<file path="src/sv/assert_macros.svh">
// Assertion macros shared by the profiler RTL.
`ifndef ASSERT_MACROS_SVH
`define ASSERT_MACROS_SVH
// Check a property at every rising clock edge outside reset.
`define ASSERT_CLK(lbl, prop, msg) \
  lbl: assert property (@(posedge clk_i) disable iff (!rst_ni) (prop)) else $error(msg);
`endif

</file>
<file path="src/sv/cstp_pkg.sv">
// Package with shared types and constants of the call-stack profiler.
package cstp_pkg;
  localparam int unsigned StackDepth = 256;
  localparam int unsigned PtrW = $clog2(StackDepth);
  localparam int unsigned DepthW = PtrW + 1;
  localparam logic [19:0] UsPerSecond = 20'd1000000;
  localparam logic [31:0] FreqReset = 32'd10000000;

  typedef enum logic [1:0] {
    CFG_TIME_EN = 2'd0,
    CFG_MEM_EN  = 2'd1,
    CFG_FREQ    = 2'd2
  } cfg_idx_e;

  typedef enum logic [2:0] {
    ST_PUSHED    = 3'd0,
    ST_REPORTED  = 3'd1,
    ST_DROPPED   = 3'd2,
    ST_OVERFLOW  = 3'd3,
    ST_UNDERFLOW = 3'd4
  } status_e;

  typedef enum logic [2:0] {
    BK_IDLE,
    BK_READ,
    BK_MUL,
    BK_DIV,
    BK_FIN,
    BK_OUT
  } bk_state_e;

  // Classified event passed from front to back.
  typedef struct packed {
    logic        mode;
    logic [62:0] timestamp;
    logic [31:0] total_bytes;
  } evt_t;

  typedef struct packed {
    status_e            status;
    logic signed [63:0] self_time;
    logic [31:0]        mem_delta;
    logic [DepthW-1:0]  depth;
  } res_t;
endpackage

</file>
<file path="src/sv/cstp_front.sv">
// Front part: input skid queue of two entries.
module cstp_front import cstp_pkg::*; (
  input  logic clk_i,
  input  logic rst_ni,
  input  logic in_valid_i,
  output logic in_ready_o,
  input  evt_t in_evt_i,
  output logic q_valid_o,
  input  logic q_ready_i,
  output evt_t q_evt_o
);
  evt_t        mem_q [2];
  logic        wr_q, rd_q;
  logic [1:0]  cnt_q;
  logic        push, pop;

  assign in_ready_o = (cnt_q != 2'd2);
  assign q_valid_o  = (cnt_q != 2'd0);
  assign q_evt_o    = mem_q[rd_q];
  assign push = in_valid_i && in_ready_o;
  assign pop  = q_valid_o && q_ready_i;

  always_ff @(posedge clk_i) begin
    if (push) mem_q[wr_q] <= in_evt_i;
  end

  always_ff @(posedge clk_i or negedge rst_ni) begin
    if (!rst_ni) begin
      wr_q <= 1'b0; rd_q <= 1'b0; cnt_q <= 2'd0;
    end else begin
      if (push) wr_q <= ~wr_q;
      if (pop) rd_q <= ~rd_q;
      cnt_q <= cnt_q + {1'b0, push} - {1'b0, pop};
    end
  end

`include "assert_macros.svh"
  `ASSERT_CLK(a_cnt_range, cnt_q != 2'd3, "queue count out of range")
  `ASSERT_CLK(a_no_push_full, cnt_q == 2'd2 |-> !push, "push into full queue")
  `ASSERT_CLK(a_cnt_track, $past(push) && !$past(pop) |-> cnt_q == $past(cnt_q) + 2'd1,
              "queue count lost a push")
endmodule

</file>
<file path="config.mk">
export PLATFORM = sky130hd
export DESIGN_NAME = cstp_front
export DESIGN_NICKNAME = d
export VERILOG_FILES = /design/src/sv/cstp_pkg.sv /design/src/sv/cstp_front.sv
export VERILOG_INCLUDE_DIRS = /design/src /design/src/sv
export SDC_FILE = /design/constraint.sdc
export NUM_CORES = 1
export LEC_CHECK = 0
export BUFFER_PORTS_ARGS = -buffer_cell sky130_fd_sc_hd__buf_2
export CAP_MARGIN = 20
export CORE_AREA = 2 2 122 124
export DETAILED_ROUTE_END_ITERATION = 12
export DIE_AREA = 0 0 124 126
export PLACE_DENSITY = 0.87
export SYNTH_ARGS = -nofsm -noshare
export SYNTH_HDL_FRONTEND = slang
export SYNTH_SLANG_ARGS = --single-unit
</file>
<file path="constraint.sdc">
create_clock -name clk_i -period 6.67 [get_ports clk_i]
set_input_delay 0.3335 -clock clk_i [delete_from_list [all_inputs] [get_ports clk_i]]
set_output_delay 0.3335 -clock clk_i [all_outputs]
set_load 0.01 [all_outputs]
</file>
==> flow_metrics.tcl, run 1 <==
set metrics [dict create \
    viasPerCell 5.02 \
    core_area_um2 14300 \
    fin_crit_ns 2.95 \
    grt_pass1_wl_um 18400 \
    leakage_nw 3.47 \
    area_growth_pct 25.2 \
    hold_path_class "in2reg" \
    cts_resized 0 \
    grtUsageTotal_pct 16.0 \
    drt_wl_total_um 12400 \
    ant_nets 0 \
    ys_warn_count 0 \
    hold_start "in_evt_i[56]" \
    r2r-start "cnt_q[1]" \
    postCtsHoldBufs 1 \
    row_count 44 \
    critical-path-top-delay-family "buffers and inverters" \
    final_cell_mix "197 x buf_2, 192 x edfxtp_1, 66 x mux2_2, 30 x mux2_4, 17 x clkbuf_16" \
    crit_buf_inv 2 \
    mostFrequentLayoutCell "buf_2" \
    critPathMaxStageDelay_ns 0.79 \
    cp_cell_sequence "buf_4 -> mux2_2 -> buf_2" \
    antenna_cells 0 \
    ios 198 \
    drt_iter0_drc 178 \
    numCtsBuffers 17 \
    drc 0 \
    hold_slack_ns 0.101 \
    die_y_um 126 \
    fin_tns_setup_ns 0 \
    fin_crit_sh_pct 44.3 \
    clockBufferDepth 2 \
    ir_drop_v 0.000257 \
    cts.htree.levels 4 \
    placed_area_um2 8410 \
    run_status "complete, no violations" \
    required_ns 6.34 \
    drtPass1Iterations 4 \
    crit_fanout 55 \
    syn_nets 418 \
    cap_violations 0 \
    postLayoutCellArea_um2 9070 \
    hpwl_um 8260 \
    cts_tree "yes" \
    ctsRootBufferMaster "clkbuf_16" \
    initial_utilization_pct 50.6 \
    reg2reg_slack_ns 4.34 \
    netlist_area_um2 7240 \
    drive_gt1_share_pct 61.7 \
    crit_type "reg2out" \
    gp_congestion 0.710 \
    crit_arrival_ns 2.62 \
    nNetsFinal 628 \
    cts.sinks 196 \
    wl_per_cell_um 17.2 \
    ys_types 16 \
    slew_viol_final 0 \
    hold_viol 0 \
    antenna_found_initial 0 \
    cp-end-kind "output pin" \
    grt_pass1_vias 3763 \
    worst_slew_pin_slew_ns 0.864 \
    io_buffers 197 \
    rr_worst_depth 5 \
    synth-seq-cells 196 \
    post_cts_buffers 0 \
    num_vias 3625 \
    clk_pin_slew_ns 0.07 \
    fin_cells 722 \
    clk-insertion-delay-late_ns 0.42 \
    yosysSeqAreaShare_pct 81.0 \
    clock_skew_ns 0.00703 \
    totalPowerFinal_w 0.00400 \
    critPathSlowestCell "dfrtp_4" \
    rsz0062_at_grt "false" \
    dp.cells 689 \
    setup_violations 0 \
    max_freq_ghz 0.339 \
    min_to "mem_q[1][56]" \
    p_per_area_nw_per_um2 442 \
    avgSynthCellArea_um2 22.9 \
    hold_path_depth 1 \
    die_area_um2 15600 \
    die_w_um 124 \
    syn_inst 316 \
    grt_start_max_net_pins 58 \
    max-slew-margin-rel_pct 42.4 \
    cp.depth 3 \
    gr-total-overflow 0 \
    startpoint_type "flop" \
    r2r_end "mem_q[0][25]" \
]
-- registers in the layout, indices dropped and copies added, names as in the netlist --
name	cells
mem_q	192
rd_q	1
wr_q	1
cnt_q	2
-- where the power goes --
group          switching (W)  total, W  internal [W]
Combinational       0.000578   0.00114      0.000563
Sequential          0.000115   0.00180       0.00169
Clock               0.000430   0.00106      0.000632
-- metrics by stage --
| step | setup WS [ns] | util [%] |
|---|---|---|
| floorplan | 1.46 | - |
| global placement | 3.96 | 58.8 |
| detailed placement | 3.86 | 58.8 |
| CTS | 3.64 | 63.2 |
| global route | 3.56 | 63.4 |
| finish | 3.72 | 63.4 |
-- per-layer routing --
metal / vias to the layer above / track usage [%] / part of all wire [%]
met2: 142 / 27.3 / 52
li1: 1672 / - / -
met1: 1793 / 18.7 / 39
met3: 18 / 5.34 / 6.9
met4: 0 / 5.95 / 1.5
met5: - / 0 / 0
-- synth_stat cells --
master / count / area (um2)
nor2_1: 1 / 3.75
ha_1: 2 / 25.0
nand2b_1: 1 / 6.26
xor2_1: 1 / 8.76
and3_1: 1 / 6.26
buf_2: 6 / 30.0
or2_2: 1 / 6.26
buf_6: 5 / 56.3
nand2_1: 1 / 3.75
xnor2_1: 3 / 26.3
mux2_4: 30 / 450
edfxtp_1: 192 / 5770
dfrtp_1: 4 / 100
and2_1: 1 / 6.26
mux2_2: 66 / 743
inv_1: 1 / 3.75
-- how the worst max path moves through the flow --
stage | startpoint | end | slack, ns
2_1_floorplan | cnt_q[1] | mem_q[0][0] | 1.46
3_3_place_gp | cnt_q[1] | mem_q[0][16] | 3.96
3_5_place_dp | cnt_q[1] | mem_q[0][21] | 3.86
4_1_cts | rd_q | q_evt_o[2] | 3.64
5_1_grt | rd_q | q_evt_o[27] | 3.56
6_report | rd_q | q_evt_o[27] | 3.72
-- cell type report --
cell class	instances	area (um2)
flip-flops and latches	196	5870
well taps	184	230
multi-input cells	108	1300
inverters	1	3.75
repair buffers	202	1040
clock inverters	14	203
clock buffers	17	425
fillers	1032	5250
-- cells by family (layout without fill, tap and decap cells) --
group                      after synthesis  after routing  synth area share, %
buffers and inverters                   12            234                 1.24
muxes                                   96             96                 16.5
DFF                                    196            196                 81.0
and+or+nand+nor                          6              6                0.449
xor gates and xnor gates                 4              4                0.484
adders and majority gates                2              2                0.345
No activity file was read; power rests on OpenSTA's default activity.
==> run 2, diff against run 1 <==
--- a/config.mk
+++ b/config.mk
@@ -8,10 +8,10 @@
 export LEC_CHECK = 0
 export BUFFER_PORTS_ARGS = -buffer_cell sky130_fd_sc_hd__buf_2
 export CAP_MARGIN = 20
-export CORE_AREA = 2 2 122 124
+export CORE_AREA = 2 2 128 130
 export DETAILED_ROUTE_END_ITERATION = 12
-export DIE_AREA = 0 0 124 126
-export PLACE_DENSITY = 0.87
+export DIE_AREA = 0 0 130 132
+export PLACE_DENSITY = 0.83
 export SYNTH_ARGS = -nofsm -noshare
 export SYNTH_HDL_FRONTEND = slang
 export SYNTH_SLANG_ARGS = --single-unit
==> constraint.sdc (replaced) <==
create_clock -name clk_i -period 2.6 [get_ports clk_i]
set_input_delay 0.13 -clock clk_i [delete_from_list [all_inputs] [get_ports clk_i]]
set_output_delay 0.13 -clock clk_i [all_outputs]
set_load 0.01 [all_outputs]
==> run 2 against run 1 <==
Compared with the run above: sequential share of layout area shrank 6.2 points; critical path depth is the same; power grew to 2.6 times the previous value; combinational power grew to 2.8 times the previous value; design area grew 11%; highest routed layer unchanged; critical path type unchanged; die area grew 9.8%; clock power grew 130%.
==> flow_metrics.tcl, run 2 (synthesis results as in run 1) <==
set metrics [dict create \
    slew_viol_final 0 \
    area_growth_pct 38.6 \
    regMostFlops "mem_q" \
    gp_congestion 0.700 \
    postCtsHoldBufs 97 \
    initial_utilization_pct 46.1 \
    critical-path-top-delay-family "flip-flops" \
    cp-end-kind "output pin" \
    drtPass1Iterations 4 \
    ctsRootBufferMaster "clkbuf_16" \
    crit_type "reg2out" \
    critPathSlowestCell "dfrtp_4" \
    grt_start_max_net_pins 97 \
    fin_tns_setup_ns 0 \
    reg_top3 "mem_q x192, cnt_q x2" \
    num_vias 4039 \
    fin_crit_ns 2.14 \
    grtUsageTotal_pct 16.2 \
    clock_skew_ns 0.00547 \
    nNetsFinal 725 \
    crit_fanout 53 \
    largest_reg_flops 192 \
    core_area_um2 15700 \
    cts.htree.levels 4 \
    critPathMaxStageDelay_ns 0.65 \
    viasPerCell 4.75 \
    grt_pass1_wl_um 21100 \
    hold_path_class "in2async" \
    grt_pass1_vias 4398 \
    clk-insertion-delay-late_ns 0.42 \
    p_sw_share_pct 28.7 \
    clockBufferDepth 2 \
    p_per_area_nw_per_um2 1020 \
    fin_cells 851 \
    drive_gt1_share_pct 52.0 \
    row_count 46 \
    cap_violations 0 \
    cp_cell_sequence "buf_12 -> mux2_2 -> buf_2" \
    mostFrequentLayoutCell "buf_2" \
    startpoint_type "flop" \
    drt_iter0_drc 181 \
    ir_drop_v 0.000574 \
    wl_per_cell_um 16.6 \
    hold_viol 0 \
    switchingPower_w 0.00294 \
    max_freq_ghz 0.467 \
    dp.cells 723 \
    final_cell_mix "197 x buf_2, 192 x edfxtp_1, 97 x dlygate4sd3_1, 66 x mux2_2, 30 x mux2_4" \
    run_status "complete, no violations" \
    post_cts_buffers 0 \
    setup_violations 0 \
    crit_arrival_ns 2.01 \
    io_buffers 197 \
    fin_crit_sh_pct 82.3 \
    antenna_cells 0 \
    startpoint "rd_q" \
    numCtsBuffers 17 \
    rsz0062_at_grt "false" \
    die_w_um 130 \
    drc 0 \
    leakage_nw 3.87 \
    p_seq_share_pct 44.6 \
    die_area_um2 17200 \
    hpwl_um 8080 \
    antenna_found_initial 0 \
    r2r-start "cnt_q[1]" \
    cts_resized 0 \
    p_clk_share_pct 24.3 \
    gr-total-overflow 0 \
    cts_tree "yes" \
    worst_slew_pin_slew_ns 0.612 \
    cts.sinks 196 \
    max-slew-margin-rel_pct 59.2 \
    drt_wl_total_um 14100 \
    crit_buf_inv 2 \
    die_y_um 132 \
    required_ns 2.47 \
    clk_pin_slew_ns 0.06 \
    comb_power_share_pct 31.1 \
    p_int_w 0.00731 \
    ant_nets 0 \
    ios 198 \
]
==> run 2: cell types whose count changed in the layout (fill, tap and decap cells not counted) <==
cell and change:
buf_12 +2, buf_4 -1, bufinv_16 -2, clkbuf_1 +1, clkinv_1 +2, clkinv_2 +2
clkinv_4 +2, clkinvlp_4 -4, dlygate4sd3_1 +96, inv_6 +1, inv_8 -2
==> run 2: worst paths after layout <==
| check | endpoint | slack [ns] | cells after the start |
|---|---|---|---|
| min in group clk_i | rd_q | 0.06 | 3 |
| hold reg to reg | cnt_q[0] | 0.51 | 1 |
| hold / removal | wr_q | 0.06 | 2 |
| setup / recovery | q_evt_o[5] | 0.46 | 3 |
| max in group asynchronous | rd_q | 2.40 | 2 |
| setup reg to reg | cnt_q[1] | 0.81 | 7 |
==> run 2: power by group through the flow <==
stage               sequential, W  combinational [W]  clock [W]
global placement          0.00459            0.00302          0
CTS                       0.00457            0.00320    0.00256
finish                    0.00457            0.00319    0.00249
detailed placement        0.00464            0.00307          0
floorplan                 0.00452            0.00211          0
global route              0.00464            0.00341    0.00268
==> run 2: stage by stage <==
step	utilization, %	hold WS, ns	setup slack, ns	area [um2]	power, W
global route	63.9	0.0565	0.371	10000	0.0107
global placement	54.1	-0.0633	0.866	8500	0.00760
finish	63.9	0.0591	0.459	10000	0.0103
detailed placement	54.1	-0.0585	0.822	8500	0.00771
floorplan	-	-0.166	0.0659	7250	0.00663
CTS	63.9	0.0332	0.422	10000	0.0103
==> run 2: cell type report <==
class / instances / area [um2]
inverter: 1 / 3.75
tap: 216 / 270
multi-input combinational: 108 / 1300
clock inverter: 13 / 134
timing repair buffer: 299 / 2030
fill: 1060 / 5680
clock buffer: 18 / 429
sequential: 196 / 5870
==> run 2: routing by layer <==
layer / track usage [%] / vias up / routed length, um
met2: 29.7 / 155 / 7570
li1: - / 1865 / -
met5: 0 / - / 0
met4: 7.77 / 0 / 399
met1: 17.0 / 1987 / 5420
met3: 4.38 / 32 / 705
